## config.mk

```make
export PLATFORM = sky130hd
export DESIGN_NAME = positional_list_engine_core
export DESIGN_NICKNAME = d
export VERILOG_FILES = /design/src/hw/rtl/ple_pkg.sv /design/src/hw/rtl/ple_ram.sv /design/src/hw/rtl/positional_list_engine_core.sv
export SDC_FILE = /design/constraint.sdc
export NUM_CORES = 1
export LEC_CHECK = 0
export ABC_CLOCK_PERIOD_IN_PS = 5400
export CAP_MARGIN = 20
export CORE_UTILIZATION = 30
export DETAILED_ROUTE_END_ITERATION = 10
export DONT_BUFFER_PORTS = 1
export GPL_TIMING_DRIVEN = 0
export HOLD_SLACK_MARGIN = 0.05
export PLACE_DENSITY = 0.43
export SLEW_MARGIN = 20
export SYNTH_ARGS = -nofsm -noshare
export SYNTH_HDL_FRONTEND = slang
export SYNTH_SLANG_ARGS = --single-unit
```

## constraint.sdc

```tcl
create_clock -name clk_i -period 5.4 [get_ports clk_i]
set_input_delay 0.54 -clock clk_i [delete_from_list [all_inputs] [get_ports clk_i]]
set_output_delay 0.54 -clock clk_i [all_outputs]
set_load 0.005 [all_outputs]
```

## src/hw/rtl/ple_pkg.sv

```systemverilog
// ----------------------------------------------------------------------------
// ple_pkg
// Request and result types, opcode and status codes of the positional list
// engine.
// ----------------------------------------------------------------------------
`default_nettype none

package ple_pkg;

  localparam int unsigned ValueW = 32;
  localparam int unsigned PosW   = 8;
  localparam int unsigned CountW = 5;

  // opcodes
  localparam logic [2:0] OP_INS_FIRST = 3'd0;
  localparam logic [2:0] OP_INS_LAST  = 3'd1;
  localparam logic [2:0] OP_INS_AT    = 3'd2;
  localparam logic [2:0] OP_DEL_FIRST = 3'd3;
  localparam logic [2:0] OP_DEL_LAST  = 3'd4;
  localparam logic [2:0] OP_DEL_AT    = 3'd5;
  localparam logic [2:0] OP_LIST_ALL  = 3'd6;

  // result status
  localparam logic [1:0] ST_OK      = 2'd0;
  localparam logic [1:0] ST_BAD_POS = 2'd1;
  localparam logic [1:0] ST_FULL    = 2'd2;
  localparam logic [1:0] ST_EMPTY   = 2'd3;

  typedef struct packed {
    logic [2:0]               opcode;
    logic signed [ValueW-1:0] value;
    logic [PosW-1:0]          position;
  } in_req_t;

  typedef struct packed {
    logic [1:0]               status;
    logic signed [ValueW-1:0] element;
    logic [CountW-1:0]        entry_count;
    logic                     last;
  } out_rsp_t;

endpackage

`default_nettype wire

```

## src/hw/rtl/ple_ram.sv

```systemverilog
// ----------------------------------------------------------------------------
// ple_ram
// Generic single write port, single read port RAM with registered read data.
// ----------------------------------------------------------------------------
`default_nettype none

module ple_ram #(
  parameter int unsigned Width = 32,
  parameter int unsigned Depth = 16
) (
  input  wire logic                     clk_i,
  input  wire logic                     we_i,
  input  wire logic [$clog2(Depth)-1:0] waddr_i,
  input  wire logic [Width-1:0]         wdata_i,
  input  wire logic                     re_i,
  input  wire logic [$clog2(Depth)-1:0] raddr_i,
  output logic      [Width-1:0]         rdata_o
);

  logic [Width-1:0] mem_q [Depth];

  always_ff @(posedge clk_i) begin
    if (we_i) begin
      mem_q[waddr_i] <= wdata_i;
    end
    if (re_i) begin
      rdata_o <= mem_q[raddr_i];
    end
  end

endmodule

`default_nettype wire

```

## src/hw/rtl/positional_list_engine_core.sv

```systemverilog
// ----------------------------------------------------------------------------
// positional_list_engine_core
// Ordered list of signed 32-bit values with positional insert and delete.
// ----------------------------------------------------------------------------
// The list is held packed in list order in one RAM of Capacity words; the
// entry count sits in a register. One request is processed at a time. An
// insert or delete anywhere but the back of the list moves every entry behind
// the slot by one word through the RAM's single read and write port, one word
// a cycle. An insert then writes the new value into the freed slot; an insert
// at the back writes it at once. A delete of the last entry, a refused or
// unused request and a listing of an empty list go straight to the result.
// List all streams one entry a cycle while the result side keeps up. The
// result register frees the request side, so a new request is taken while
// the last result still waits.
`default_nettype none

module positional_list_engine_core #(
  parameter int unsigned Capacity = 16
) (
  input  wire logic              clk_i,
  input  wire logic              rst_ni,
  input  wire logic              in_valid_i,
  output logic                   in_ready_o,
  input  wire ple_pkg::in_req_t  in_req_i,
  output logic                   out_valid_o,
  input  wire logic              out_ready_i,
  output ple_pkg::out_rsp_t      out_rsp_o
);

  import ple_pkg::*;

  localparam int unsigned AW = $clog2(Capacity);
  localparam int unsigned CW = $clog2(Capacity + 1);

  localparam logic [2:0] S_IDLE  = 3'd0;
  localparam logic [2:0] S_MOVE  = 3'd1;
  localparam logic [2:0] S_DRAIN = 3'd2;
  localparam logic [2:0] S_WRV   = 3'd3;
  localparam logic [2:0] S_RESP  = 3'd4;
  localparam logic [2:0] S_LIST  = 3'd5;

  logic [2:0]        state_q, state_d;
  logic [CW-1:0]     count_q, count_d;
  logic              pend_q, pend_d;
  logic              out_valid_q, out_valid_d;
  logic [AW-1:0]     pend_dst_q, pend_dst_d;
  logic [AW-1:0]     src_q, src_d;
  logic [AW-1:0]     end_q, end_d;
  logic              up_q, up_d;
  logic              ins_q, ins_d;
  logic [AW-1:0]     idx_q, idx_d;
  logic [ValueW-1:0] val_q, val_d;
  logic [1:0]        status_q, status_d;
  logic [AW-1:0]     ptr_q, ptr_d;
  out_rsp_t          out_q, out_d;

  logic              rd_en, wr_en;
  logic [AW-1:0]     rd_addr, wr_addr;
  logic [ValueW-1:0] wr_data, rd_data;

  logic              out_free;
  logic              accept;
  logic [8:0]        pos_ext, cnt_ext;
  logic [AW-1:0]     cnt_m1, pos_m1;
  logic              full, empty;

  assign out_free = !out_valid_q || out_ready_i;
  assign in_ready_o = (state_q == S_IDLE);
  assign accept = in_valid_i && in_ready_o;

  assign pos_ext = 9'(in_req_i.position);
  assign cnt_ext = 9'(count_q);
  assign cnt_m1  = AW'(count_q - CW'(1));
  assign pos_m1  = AW'(in_req_i.position - 8'd1);
  assign full    = (cnt_ext >= 9'(Capacity));
  assign empty   = (count_q == '0);

  always_comb begin
    state_d     = state_q;
    count_d     = count_q;
    pend_d      = 1'b0;
    pend_dst_d  = pend_dst_q;
    src_d       = src_q;
    end_d       = end_q;
    up_d        = up_q;
    ins_d       = ins_q;
    idx_d       = idx_q;
    val_d       = val_q;
    status_d    = status_q;
    ptr_d       = ptr_q;
    out_d       = out_q;
    out_valid_d = out_valid_q && !out_ready_i;
    rd_en       = 1'b0;
    rd_addr     = src_q;

    case (state_q)
      S_IDLE: begin
        if (accept) begin
          status_d = ST_OK;
          val_d    = in_req_i.value;
          state_d  = S_RESP;
          case (in_req_i.opcode)
            OP_INS_FIRST, OP_INS_LAST, OP_INS_AT: begin
              if (full) begin
                status_d = ST_FULL;
              end else if (in_req_i.opcode == OP_INS_AT &&
                           (pos_ext == 9'd0 || pos_ext > cnt_ext + 9'd1)) begin
                status_d = ST_BAD_POS;
              end else begin
                idx_d = (in_req_i.opcode == OP_INS_FIRST) ? '0 :
                        (in_req_i.opcode == OP_INS_LAST)  ? AW'(count_q) : pos_m1;
                count_d = count_q + CW'(1);
                ins_d   = 1'b1;
                up_d    = 1'b1;
                src_d   = cnt_m1;
                end_d   = idx_d;
                // shift the tail up unless the slot is at the back
                state_d = (AW'(count_q) != idx_d) ? S_MOVE : S_WRV;
              end
            end
            OP_DEL_FIRST, OP_DEL_LAST, OP_DEL_AT: begin
              if (empty) begin
                status_d = ST_EMPTY;
              end else if (in_req_i.opcode == OP_DEL_AT &&
                           (pos_ext == 9'd0 || pos_ext > cnt_ext)) begin
                status_d = ST_BAD_POS;
              end else begin
                idx_d = (in_req_i.opcode == OP_DEL_FIRST) ? '0 :
                        (in_req_i.opcode == OP_DEL_LAST)  ? cnt_m1 : pos_m1;
                count_d = count_q - CW'(1);
                ins_d   = 1'b0;
                up_d    = 1'b0;
                src_d   = idx_d + AW'(1);
                end_d   = cnt_m1;
                state_d = (idx_d != cnt_m1) ? S_MOVE : S_RESP;
              end
            end
            OP_LIST_ALL: begin
              if (!empty) begin
                rd_en   = 1'b1;
                rd_addr = '0;
                ptr_d   = '0;
                state_d = S_LIST;
              end
            end
            default: begin
              state_d = S_RESP;
            end
          endcase
        end
      end

      S_MOVE: begin
        rd_en      = 1'b1;
        rd_addr    = src_q;
        pend_d     = 1'b1;
        pend_dst_d = up_q ? src_q + AW'(1) : src_q - AW'(1);
        src_d      = up_q ? src_q - AW'(1) : src_q + AW'(1);
        if (src_q == end_q) begin
          state_d = S_DRAIN;
        end
      end

      S_DRAIN: begin
        state_d = ins_q ? S_WRV : S_RESP;
      end

      S_WRV: begin
        state_d = S_RESP;
      end

      S_RESP: begin
        if (out_free) begin
          out_d.status      = status_q;
          out_d.element     = '0;
          out_d.entry_count = CountW'(count_q);
          out_d.last        = 1'b1;
          out_valid_d       = 1'b1;
          state_d           = S_IDLE;
        end
      end

      S_LIST: begin
        if (out_free) begin
          out_d.status      = ST_OK;
          out_d.element     = rd_data;
          out_d.entry_count = CountW'(count_q);
          out_d.last        = (ptr_q == cnt_m1);
          out_valid_d       = 1'b1;
          if (ptr_q == cnt_m1) begin
            state_d = S_IDLE;
          end else begin
            // fetch the next entry while this one goes out
            rd_en   = 1'b1;
            rd_addr = ptr_q + AW'(1);
            ptr_d   = ptr_q + AW'(1);
          end
        end
      end

      default: begin
        state_d = S_IDLE;
      end
    endcase
  end

  // moved word lands in the cycle after its read; the new value goes in last
  always_comb begin
    wr_en   = pend_q || (state_q == S_WRV);
    wr_addr = pend_q ? pend_dst_q : idx_q;
    wr_data = pend_q ? rd_data : val_q;
  end

  ple_ram #(
    .Width (ValueW),
    .Depth (Capacity)
  ) u_store (
    .clk_i   (clk_i),
    .we_i    (wr_en),
    .waddr_i (wr_addr),
    .wdata_i (wr_data),
    .re_i    (rd_en),
    .raddr_i (rd_addr),
    .rdata_o (rd_data)
  );

  always_ff @(posedge clk_i or negedge rst_ni) begin
    if (!rst_ni) begin
      state_q     <= S_IDLE;
      count_q     <= '0;
      pend_q      <= 1'b0;
      out_valid_q <= 1'b0;
    end else begin
      state_q     <= state_d;
      count_q     <= count_d;
      pend_q      <= pend_d;
      out_valid_q <= out_valid_d;
    end
  end

  always_ff @(posedge clk_i) begin
    pend_dst_q <= pend_dst_d;
    src_q      <= src_d;
    end_q      <= end_d;
    up_q       <= up_d;
    ins_q      <= ins_d;
    idx_q      <= idx_d;
    val_q      <= val_d;
    status_q   <= status_d;
    ptr_q      <= ptr_d;
    out_q      <= out_d;
  end

  assign out_valid_o = out_valid_q;
  assign out_rsp_o   = out_q;

endmodule

`default_nettype wire

```

---- Word-level counts from Yosys, hierarchy flattened ----
Memory sizes are Yosys's and may differ from the RTL's. A register that Yosys moved wholly into a read port is not among the register bits.
Cells that the tools add are included.
cells by class
  $add $sub $neg .......................... 8
  $lt $le $gt $ge ......................... 3
  equality and inequality tests ........... 32
  muxes and demuxes ....................... 79
  reduce and logical (&&, ||, !) cells .... 27
operators by type and width
  operator                                                            count
  4-bit 2-to-1 mux                                                    28
  40-bit 2-to-1 mux                                                   2
  40-bit one-hot mux with 2 select lines                              1
  4-bit one-hot mux with 2 select lines                               6
  3-bit 2-to-1 mux                                                    11
  32-bit 2-to-1 mux                                                   1
  5-bit 2-to-1 mux                                                    4
  2-bit inequality test, second input constant                        10
  3-bit one-hot mux with 6 select lines                               1
  1-bit 2-to-1 mux                                                    17
  3-bit == test, second input constant                                5
  7-bit AND reduction                                                 2
  4-bit by 1-bit adder with 4-bit output, second input constant       3
  3-bit by 2-bit == test with 1-bit output, second input constant     4
  3-bit inequality test, second input constant                        4
  5-bit one-hot mux with 2 select lines                               1
  9-bit logical NOT                                                   1
  3-bit one-hot mux with 3 select lines                               1
  4-bit == test                                                       2
  8-bit by 5-bit > comparator with 1-bit output                       1
  8-bit by 6-bit > comparator with 1-bit output                       1
  4-bit inequality test                                               2
  2-bit nonzero test                                                  4
  4-bit by 1-bit subtractor with 4-bit output, second input constant  2
  22 further kinds                                                    35
storage, ports and cells
  flip-flop bits (word level) ............. 105
  RAM bits ................................ 512
  output and inout port bits .............. 42
  word-level logic and storage cells ...... 166
  memories kept ........................... 1
memories
  name           words  bits a word  read ports  clocked after Yosys merged registers in  write ports  RTL line       text
  u_store.mem_q  16     32           1           1                                        1            ple_ram.sv:20  logic [Width-1:0] mem_q [Depth];

---- Depth between registers and ports, before layout ----
Gate-level depths: netlist of the first run.
  depth in word-level cells ............... 10
  gate-level depth with buffers ........... 15
  depth with buffers taken out ............ 12

---- Cells and area by module ----
Synthesis of the first run repeated with hierarchy kept, for this count alone.
unflattened totals
  cells, all modules ...................... 1,326
  area, all modules ....................... 25,951.1 um^2
by module, submodules not included
  module                       times used  cells each  area each (um^2)  sequential area each (um^2)
  ple_ram                      1           838         20,174.3          16,335.7
  positional_list_engine_core  1           488         5,776.8           3,103.0

---- Worst setup path before layout of the first run ----
No wires, ideal clock.
  path type ............................... reg2reg
  start ................................... register count_q[0]
  end ..................................... register u_store.rdata_o[0], read port of u_store.mem_q, enable pin
  library setup time ...................... 0.421 ns
  arrival time ............................ 3.337 ns
  required time ........................... 4.979 ns
  setup slack ............................. 1.642 ns
  stages on the path, launching flop included .. 11
  buffers on the path ..................... 2
  clock period less this slack ............ 3.758 ns
  cell sequence ........................... dfrtp_1 buf_2 clkinv_1 ha_1 buf_2 xnor2_1 or3_1 o21ai_2 nand2_1 a21oi_1 nor2_1
on the way
  word-level cells in the longest chain between the ends .. 5
RTL lines
  element                                                                           RTL line                                                                text
  from (decl)                                                                       positional_list_engine_core.sv:43                                       logic [CW-1:0] count_q, count_d;
  from (signal assigned)                                                            positional_list_engine_core.sv:235                                      count_q <= count_d;
  5-bit by 1-bit subtractor with 5-bit output or 5-bit logical NOT (tied branches)  --
  4-bit == test or 1-bit 2-to-1 mux (tied branches)                                 positional_list_engine_core.sv:190, positional_list_engine_core.sv:139
  1-bit 2-to-1 mux, on equally long branches                                        positional_list_engine_core.sv:190, positional_list_engine_core.sv:102
  1-bit 2-to-1 mux, on equally long branches                                        positional_list_engine_core.sv:184, positional_list_engine_core.sv:98
  1-bit one-hot mux with 3 select lines (*)                                         positional_list_engine_core.sv:96                                       case (state_q)
  via rd_en                                                                         positional_list_engine_core.sv:57                                       logic rd_en, wr_en;
  to (decl)                                                                         ple_ram.sv:17                                                           output logic [Width-1:0] rdata_o
Mark *: on every way through the listed nets, which the timed path passes. The rest lies on a longest branch.
A chain may end at the register's enable or synchronous reset.

---- Worst setup path after layout of the first run ----
  start ................................... register count_q[0]
  end ..................................... register u_store.rdata_o[9], read port of u_store.mem_q, data pin
on the way
  word-level cells in the longest chain between the ends .. 5
RTL lines
  element                                                                                         RTL line                            text
  5-bit by 1-bit subtractor with 5-bit output or 5-bit logical NOT (tied branches)                --
  4-bit == test (tied with other cells)                                                           positional_list_engine_core.sv:190  if (ptr_q == cnt_m1) begin
  1-bit 2-to-1 mux (tied with other cells)                                                        positional_list_engine_core.sv:190
  1-bit 2-to-1 mux (tied with other cells)                                                        positional_list_engine_core.sv:184  if (out_free) begin
  1-bit one-hot mux with 3 select lines or 4-bit one-hot mux with 2 select lines (tied branches)  positional_list_engine_core.sv:96
Parallel ways exist; a longest one is shown, timed or not.

==> metrics.md, run 1 <==
| Metric | Value |
|---|---|
| Status | `complete, no violations` |
| Synth area leader | `edfxtp_1` |
| Synth top cells by count | `edfxtp_1 (639), nand2_1 (325), mux2i_1 (138)` |
| Most numerous cell in the Yosys netlist | `edfxtp_1` |
| CTS Buf Count | `74` |
| Seq cells post-synth | `649` |
| Maximum number of pins on one net before global-route repair | `20` |
| First-pass GRT wire length | `approximately 110000 um` |
| Core footprint | `87300 sq um` |
| Initial antenna violation count | `2` |
| Worst Skew | `24.2 ps` |
| CP Data Required Time | `5710 ps` |
| Top_reg_cell synth | `edfxtp_1` |
| Final ANT Viol Nets | `0` |
| FP Rows | `~110` |
| Asr flop ratio synth | `0.0154` |
| Chip Height | `300 um` |
| Minimum clock period | `5140 ps` |
| Max Fanout on Critical Path | `10` |
| Slowest cell on the critical path | `a2111oi_1` |
| Final setup vio count | `0` |
| CTS tree | `built` |
| Worst hold margin | `177 ps` |
| Crit-path max cell delay | `670 ps` |
| DRT Pass-1 Iters | `7` |
| Avg Vias per Cell | `between 4 and 5` |
| Clk root buf | `clkbuf_16` |
| Synth warnings | `0` |
| Clock Sink Count | `649` |
| Yosys top cell area share | `0.721` |
| Boundary Pins | `89` |
| Register area share after synthesis | `0.731` |
| Initial Util | `0.305` |
| Post-synth EDFFs | `639` |
| Max Cap Viol | `0` |
| Max Fclk | `between 150 and 200 MHz` |
| DR iter-0 viols | `1169` |
| Final #Nets | `around 2000` |
| Unique masters post-synth | `77` |
| Port bufs | `0` |
| Via count | `15400` |
| Syn Inst Count | `approximately 1800` |
| CP Class | `reg -> reg` |
| Met1 global-route usage | `0.224` |
| CP Capture Type | `register` |
| Power per Cell Area | `617 nW/um^2` |
| Leakage | `10.8 nW` |
| GRT met2 Usage | `0.272` |
| Total Wirelength | `74100 um` |
| Pwr Total | `19.4 mW` |
| Detailed Place HPWL | `48900 um` |
| Longest Clk Path Bufs | `3` |
| Post-Syn Nets | `about 1900` |
| Overall routing resource usage | `0.164` |
| Worst skew pair latency | `620 ps` |
| Utilization after layout | `0.361` |
| Crit path cell chain | `buf_2 -> clkinvlp_4 -> ha_1 -> xor3_1 -> or3_1 -> o21ai_2 -> a21boi_1 -> o221ai_2 -> clkbuf_1 -> a21oi_1 -> a2111oi_1 -> nand3_1` |
| Placed Cells | `2989` |
| Synth top area cells | `edfxtp_1 (72%), mux2i_1 (5.2%), nand2_1 (4.6%), a21oi_1 (2.3%), o22a_1 (2.1%)` |
| Gpl congestion | `0.824` |
| Layout area overhead | `18.5%` |
| Post-CTS Setup Repair Bufs | `0` |
| Final TNS setup | `0 ps` |
| RSZ-0062 raised after global routing | `no` |
| Top Usage Layer GRT | `met2` |
| Hold Fails Final Rpt | `0` |
| Max-slew headroom | `0.265` |
| Reg clk slew, reported paths | `~60 ps` |
| Die ar. | `89900 sq um` |
| Final Instance Count excl. Fillers | `3152` |
| Final period util | `0.951` |
| Avg Cell Area, Syn | `14.8 sq um` |
| Type of origin of the critical path | `register` |
| Layout cells sized above 1 | `0.122` |
| WL/cell | `23.5 um` |
| Die W | `around 300 um` |
| DRC violations left | `0` |
| Pins over their slew limit | `0` |
| Netlist Area Pre-Place | `26600 sq um` |
| Hold Path Class | `in -> reg` |
| Worst-margin pin slew | `approximately 1100 ps` |
| M3 GR Usage | `0.0251` |
| # diodes | `0` |
| Vias in the first global route | `15700` |
| Number of H-tree levels | `3` |
| WP data arrival | `around 5500 ps` |
| VDD IR-drop max | `approximately 280 uV` |
| GRT overflow | `0` |
==> cell families after synthesis <==
| logic type | share of synthesized area |
|---|---|
| flip-flops | 0.731 |
| AND/OR/NAND/NOR | 0.0825 |
| AO/OA/AOI/OAI | 0.0787 |
| multiplexers | 0.0663 |
| buffers and inverters | 0.0218 |
| XOR/XNOR | 0.0107 |
| adder cells (fa/ha/maj) | 0.00940 |
==> cell usage in the layout, fill, tap and decap left out, drive strengths merged, types with 12 or more instances in the layout <==
cell	count
a2111oi	32
mux2	34
inv	28
nand2	325
and2	36
nor3	12
nor2	48
mux2i	138
ha	20
clkbuf	145
a21oi	122
o21ai	30
buf	80
o22a	63
dlygate4sd3	33
edfxtp	639
clkinv	25
xnor2	24
nand3	41
==> critical path: cells and delay by family, from the launching register on <==
kind / cells / cell delay (ps)
xor+xnor: 1 / 460
simple gates: 2 / 590
flops: 1 / 540
buf+inv: 3 / 1240
fa+ha+maj: 1 / 410
compound gates: 5 / 1580
==> report_power, final <==
| group | internal (mW) | total (mW) | switching (mW) |
|---|---|---|---|
| logic | 2.37 | 7.47 | 5.09 |
| clock network | 2.71 | 4.72 | 2.01 |
| registers | 6.99 | 7.27 | 0.275 |
==> worst paths after layout <==
check	to	from	cells past startpoint	slack [ps]
max	u_store.rdata_o[9]	count_q[0]	12	260
min	state_q[2]	in_valid_i	2	180
max reg2reg	u_store.rdata_o[9]	count_q[0]	12	260
min reg2reg	out_rsp_o[3]	count_q[2]	0	470
max in group asynchronous	out_valid_o	rst_ni	1	4710
min in group asynchronous	count_q[3]	rst_ni	1	340
==> state kept, by name, summed over array words and instances (netlist names) <==
signal,flops
status_q,2
out_rsp_o,40
out_valid_o,1
pend_dst_q,4
u_store.mem_q,512
ptr_q,4
count_q,5
pend_q,1
ins_q,1
val_q,32
state_q,3
src_q,4
idx_q,4
end_q,4
u_store.rdata_o,32
==> area by class of cell <==
cell class	count	area, sq um
tap	1155	1450
inverter	26	104
clock buffer	97	1960
sequential	649	19400
fill	8378	55800
buffer	97	483
clock inverter	33	283
multi-input combinational	1031	6750
timing repair buffer	64	1060
==> metal layers <==
layer | share of wire | up-vias
met2 | 0.48 | 392
met3 | 0.044 | 73
met1 | 0.46 | 7783
met5 | 0 | -
li1 | - | 7124
met4 | 0.017 | 0
==> what timing repair did <==
item	4_1_cts	5_1_grt
hold endpoints to repair	42	0
setup endpoints to repair	9	23
resized for setup	9	8
hold buffers	33	0
==> stage by stage <==
stage,area [sq um],setup slack [ps]
6_report,31500,263
5_1_grt,31500,21.0
4_1_cts,31500,20.9
3_5_place_dp,28900,-139
3_3_place_gp,28100,-1300
2_1_floorplan,26600,1640
Power figures use the tool's default switching activity.
==> run 2: changes to the inputs <==
--- a/config.mk
+++ b/config.mk
@@ -5,14 +5,15 @@
 export SDC_FILE = /design/constraint.sdc
 export NUM_CORES = 1
 export LEC_CHECK = 0
+export ABC_AREA = 0
 export ABC_CLOCK_PERIOD_IN_PS = 5400
 export CAP_MARGIN = 20
-export CORE_UTILIZATION = 30
+export CORE_UTILIZATION = 55
 export DETAILED_ROUTE_END_ITERATION = 10
 export DONT_BUFFER_PORTS = 1
 export GPL_TIMING_DRIVEN = 0
 export HOLD_SLACK_MARGIN = 0.05
-export PLACE_DENSITY = 0.43
+export PLACE_DENSITY = 0.69
 export SLEW_MARGIN = 20
 export SYNTH_ARGS = -nofsm -noshare
 export SYNTH_HDL_FRONTEND = slang
==> run 2 against run 1 <==
Net effect: combinational power fell by 3.6%; core utilization rose by 28 points; fmax fell by 1.7%; sequential share of layout area rose by 2.2 points; total power fell by 2.5%; clock power fell by 4.7%; worst hold slack improved by 16 ps; sequential cell count did not move; setup slack got worse by 89 ps; register-to-register slack got worse by 90 ps; count of clock-buffer cells in the layout fell by 10; critical path type unchanged.
==> metrics.md, run 2 (synthesized netlist as in run 1, its figures left out) <==
| Metric | Value |
|---|---|
| Status | `complete, no violations` |
| Final #Nets | `1994` |
| Final setup vio count | `0` |
| Final period util | `0.968` |
| Type of origin of the critical path | `register` |
| FF-to-FF setup slack | `170 ps` |
| Pins over their slew limit | `0` |
| WL/cell | `25.2 um` |
| Hold Path Class | `in -> reg` |
| Longest Clk Path Bufs | `3` |
| WP buf/inv | `3` |
| Gpl congestion | `0.900` |
| Max Cap Viol | `0` |
| Initial Util | `0.557` |
| Power per Cell Area | `623 nW/um^2` |
| Leading cell type in the layout, fill and taps excluded | `edfxtp_1` |
| Reg clk slew, reported paths | `about 60 ps` |
| Initial antenna violation count | `0` |
| Critical Path Start | `count_q[0]` |
| # diodes | `0` |
| Placed Cells | `2439` |
| Reg-to-Reg End | `u_store.rdata_o[16]` |
| Detailed Place HPWL | `42100 um` |
| Core footprint | `47700 sq um` |
| DRC violations left | `0` |
| Final ANT Viol Nets | `0` |
| Clk root buf | `clkbuf_16` |
| Worst flop-to-flop path startpoint | `count_q[0]` |
| Worst-margin pin slew | `974 ps` |
| Leakage | `10.7 nW` |
| CP Capture Type | `register` |
| Via count | `roughly 16000` |
| Overall routing resource usage | `0.268` |
| Delay-heaviest family, CP | `compound AO/OA/AOI/OAI gates` |
| Minimum clock period | `5230 ps` |
| Layout area overhead | `14.4%` |
| Die W | `about 220 um` |
| Avg Vias per Cell | `approximately 6.1` |
| Hold Fails Final Rpt | `0` |
| CP endpoint | `u_store.rdata_o[16]` |
| Vias in the first global route | `between 15000 and 20000` |
| Final WS setup | `approximately 170 ps` |
| RSZ-0062 raised after global routing | `no` |
| WP data arrival | `roughly 5500 ps` |
| Chip Height | `222 um` |
| Number of H-tree levels | `3` |
| Die ar. | `49300 sq um` |
| Biggest register | `u_store.mem_q` |
| CTS tree | `built` |
| Final TNS setup | `0 ps` |
| DRT Pass-1 Iters | `5` |
| Boundary Pins | `slightly below 90` |
| Slowest cell on the critical path | `a2111oi_0` |
| CP Class | `reg -> reg` |
| Max Fclk | `191 MHz` |
| Max-slew headroom | `0.348` |
| Max reg flops | `512` |
| CP Data Required Time | `5700 ps` |
| Post-CTS Setup Repair Bufs | `0` |
| Worst skew pair latency | `610 ps` |
| Most frequent cells in the layout | `edfxtp_1 (639), nand2_1 (325), mux2i_1 (138)` |
| Crit-path max cell delay | `690 ps` |
| Worst Skew | `25.6 ps` |
| CTS Buf Count | `68` |
| Total Wirelength | `65300 um` |
| Crit path cell chain | `buf_2 -> clkinv_1 -> ha_1 -> xor3_1 -> or3_1 -> o21ai_2 -> a21boi_1 -> o221ai_2 -> clkbuf_1 -> a21oi_1 -> a2111oi_0 -> nand3_1` |
| FP Rows | `80` |
| Maximum number of pins on one net before global-route repair | `23` |
| VDD IR-drop max | `410 uV` |
| Pre-CTS WS | `~140 ps` |
| Clock Sink Count | `649` |
| Levels on crit path | `12` |
| Port bufs | `0` |
| Final Instance Count excl. Fillers | `2593` |
| DR iter-0 viols | `~1600` |
| Max Fanout on Critical Path | `10` |
| Layout cells sized above 1 | `0.112` |
| Worst r2r path cells | `12` |
| First-pass GRT wire length | `97200 um` |
| GRT overflow | `0` |
[run 2: cell count changes in the layout (fill, tap and decap cells not counted), moves of 4 or more]
cell	previous run	this run
clkinv_2	9	5
clkinv_1	13	19
clkbuf_16	75	71
clkbuf_1	69	63
buf_16	14	7
a2111oi_0	20	24
[run 2: repair_timing]
action,4_1_cts,5_1_grt
setup endpoints to repair,0,8
hold buffers,33,0
gates resized for setup,0,10
endpoints found under the hold margin,42,0
[run 2: stage by stage]
| step | utilization | total power [mW] | area [sq um] | hold WS, ps |
|---|---|---|---|---|
| 2_1_floorplan | - | 11.9 | 26600 | 244 |
| 3_3_place_gp | 0.573 | 14.2 | 27400 | 245 |
| 3_5_place_dp | 0.586 | 14.5 | 28000 | 245 |
| 4_1_cts | 0.638 | 19.0 | 30400 | 166 |
| 5_1_grt | 0.638 | 19.8 | 30400 | 204 |
| 6_report | 0.638 | 19.0 | 30400 | 192 |
[run 2: cell type report]
| cell class | instances | area [sq um] |
|---|---|---|
| Tap cell | 615 | 769 |
| Clock inverter | 34 | 285 |
| Fill cell | 3375 | 17300 |
| Inverter | 26 | 97.6 |
| Timing Repair Buffer | 54 | 803 |
| Multi-Input combinational cell | 1031 | 6740 |
| Sequential cell | 649 | 19400 |
| Buffer | 97 | 483 |
| Clock buffer | 87 | 1840 |
[run 2: layer usage]
metal  part of all wire  vias up  routed length (um)  global-route usage
li1                   -     7059                   -                   -
met5                  0        -                   0                   0
met2               0.46      753               30100               0.415
met1               0.42     7847               27400               0.377
met3              0.085      140                5570              0.0519
met4              0.035        0                2290               0.112
[run 2: where the power goes]
| part | internal (mW) | switching (mW) |
|---|---|---|
| Clock | 2.60 | 1.90 |
| Combinational | 2.35 | 4.84 |
| Sequential | 6.99 | 0.278 |
| Total | 11.9 | 7.02 |
[run 2: how the worst min path moves through the flow]
| stage | from | to | slack (ps) | depth (start not counted) |
|---|---|---|---|---|
| detailed placement | rst_ni | count_q[4] | 240 | 0 |
| CTS | in_valid_i | state_q[2] | 170 | 2 |
| finish | in_valid_i | state_q[2] | 190 | 2 |
| floorplan | rst_ni | count_q[0] | 240 | 0 |
| global route | in_valid_i | state_q[2] | 200 | 2 |
| global placement | rst_ni | count_q[4] | 240 | 0 |
==> run 3: changes to the inputs <==
--- a/config.mk
+++ b/config.mk
@@ -6,7 +6,7 @@
 export NUM_CORES = 1
 export LEC_CHECK = 0
 export ABC_AREA = 0
-export ABC_CLOCK_PERIOD_IN_PS = 5400
+export ABC_CLOCK_PERIOD_IN_PS = 6100
 export CAP_MARGIN = 20
 export CORE_UTILIZATION = 55
 export DETAILED_ROUTE_END_ITERATION = 10
==> constraint.sdc (replaced) <==
create_clock -name clk_i -period 6.1 [get_ports clk_i]
set_input_delay 0.61 -clock clk_i [delete_from_list [all_inputs] [get_ports clk_i]]
set_output_delay 0.61 -clock clk_i [all_outputs]
set_load 0.005 [all_outputs]
==> run 3 against run 2 <==
Net effect: worst hold slack worse by 92 ps; die area stayed put; largest cell class unchanged; highest routed layer unchanged; core utilization is 0.69 points lower; count of clock-buffer cells in the layout stayed put; critical endpoint is now u_store.rdata_o[2]; non-clock buffer count is 32 lower; sequential share of layout area is 0.70 points higher; sequential power is 12% lower; largest power group unchanged.
==> metrics.md, run 3 (synthesized netlist as in run 1, its figures left out) <==
| Metric | Value |
|---|---|
| Type of origin of the critical path | `register` |
| Pins over their slew limit | `0` |
| Power per Cell Area | `556 nW/um^2` |
| Cell area after placement | `approximately 28000 sq um` |
| Total Wirelength | `approximately 65000 um` |
| Biggest register | `u_store.mem_q` |
| Status | `complete, no violations` |
| Core footprint | `between 40000 and 50000 sq um` |
| Final Instance Count excl. Fillers | `2562` |
| Hold Fails Final Rpt | `0` |
| Maximum number of pins on one net before global-route repair | `23` |
| Layout area overhead | `13.2%` |
| Detailed Place HPWL | `42100 um` |
| Area of the multi-input gates | `6730 sq um` |
| Via count | `15700` |
| Max Fanout on Critical Path | `10` |
| Crit path cell chain | `buf_2 -> clkinv_1 -> ha_1 -> xor3_1 -> or3_1 -> o21ai_2 -> a21boi_1 -> o221ai_2 -> clkbuf_1 -> a21oi_1 -> a2111oi_0 -> nand3_1` |
| Port bufs | `0` |
| Hold path cells | `0` |
| Worst flop-to-flop path startpoint | `count_q[0]` |
| Hold Path Class | `in -> reg` |
| Worst hold margin | `100 ps` |
| CP Class | `reg -> reg` |
| Leakage | `10.5 nW` |
| Max Cap Viol | `0` |
| Max Fclk | `188 MHz` |
| Final ANT Viol Nets | `0` |
| Vias in the first global route | `between 15000 and 20000` |
| DRT Pass-1 Iters | `7` |
| Die ar. | `49300 sq um` |
| VDD IR-drop max | `366 uV` |
| CP endpoint | `u_store.rdata_o[2]` |
| Reg clk slew, reported paths | `~60 ps` |
| GRT overflow | `0` |
| Final setup vio count | `0` |
| Clk root buf | `clkbuf_16` |
| Max-slew headroom | `0.340` |
| Worst Skew | `between 20 and 30 ps` |
| Leading cell type in the layout, fill and taps excluded | `edfxtp_1` |
| Minimum clock period | `5330 ps` |
| WP buf/inv | `3` |
| Number of H-tree levels | `3` |
| CTS tree | `built` |
| Placed Cells | `2439` |
| FP Rows | `80` |
| Fill count | `3404` |
| Chip Height | `between 200 and 250 um` |
| Post-CTS Setup Repair Bufs | `0` |
| WL/cell | `approximately 25 um` |
| CP Capture Type | `register` |
| Crit-path max cell delay | `750 ps` |
| Max reg flops | `roughly 500` |
| Reg-to-Reg End | `u_store.rdata_o[2]` |
| Overall routing resource usage | `0.267` |
| Layout cells sized above 1 | `0.114` |
| DR iter-0 viols | `1630` |
| Avg Vias per Cell | `between 6 and 7` |
| Worst r2r path cells | `12` |
| DRC violations left | `0` |
| WP data arrival | `5620 ps` |
| Pre-CTS WS | `843 ps` |
| First-pass GRT wire length | `96800 um` |
| Die W | `between 200 and 250 um` |
| Critical Path Start | `count_q[0]` |
| Gpl congestion | `0.900` |
| Final period util | `0.874` |
| Pwr Total | `16.8 mW` |
| Boundary Pins | `between 80 and 90` |
| Initial Util | `0.557` |
| RSZ-0062 raised after global routing | `no` |
| Delay-heaviest family, CP | `compound AO/OA/AOI/OAI gates` |
| Levels on crit path | `12` |
| Final WS setup | `769 ps` |
| Slowest cell on the critical path | `a2111oi_0` |
| Register area | `19400 sq um` |
| Fin area | `30100 sq um` |
| FF-to-FF setup slack | `770 ps` |
| Worst skew pair latency | `600 ps` |
| Longest Clk Path Bufs | `3` |
| Initial antenna violation count | `0` |
| CTS Buf Count | `68` |
| Final #Nets | `1962` |
| PostCTS Resize Cnt | `0` |
| Clock Sink Count | `between 600 and 700` |
| CP Data Required Time | `6380 ps` |
| Most frequent cells in the layout | `edfxtp_1 (639), nand2_1 (325), mux2i_1 (138)` |
| Worst-margin pin slew | `about 990 ps` |
-- run 3: cell types whose count changed in the layout (fill, tap and decap cells not counted), sizes merged --
cell | previous run | this run
diode | 0 | 1
dlygate4sd3 | 33 | 1
-- run 3: metal layers --
layer	vias to the layer above	global-route usage	routed length, um
li1	7008	-	-
met1	7796	0.375	27400
met2	710	0.412	30000
met3	136	0.0525	5350
met4	0	0.112	2140
met5	-	0	0
-- run 3: area by class of cell --
type | instances | share of cell area
antenna | 1 | 0.0000831
buffer | 97 | 0.0160
clock buffer | 87 | 0.0610
clock inverter | 34 | 0.00947
inverter | 26 | 0.00324
multi-input combinational | 1031 | 0.223
sequential | 649 | 0.645
tap | 615 | 0.0255
timing repair buffer | 22 | 0.0160
-- run 3: how the worst min path moves through the flow --
stage                            end         start  slack [ps]
after floorplan           count_q[0]        rst_ni         310
after global placement    count_q[4]        rst_ni         310
after detailed placement  count_q[4]        rst_ni         310
after CTS                  val_q[24]  in_req_i[32]          80
after global routing       val_q[23]  in_req_i[31]          90
final                      val_q[24]  in_req_i[32]         100
-- run 3: what timing repair did --
action | CTS | global route
setup endpoints to repair | 0 | 0
hold buffers | 1 | 0
hold endpoints to repair | 10 | 0
-- run 3: power breakdown --
part	internal [mW]	total, mW	switching, mW
Combinational	2.06	6.34	4.28
Clock	2.30	3.99	1.68
Sequential	6.19	6.43	0.245
Total	10.6	16.8	6.21
-- run 3: through the flow --
step           TNS, ps  utilization
6_report             0        0.631
5_1_grt              0        0.631
4_1_cts              0        0.631
3_5_place_dp         0        0.586
3_3_place_gp     -8160        0.573
2_1_floorplan        0            -
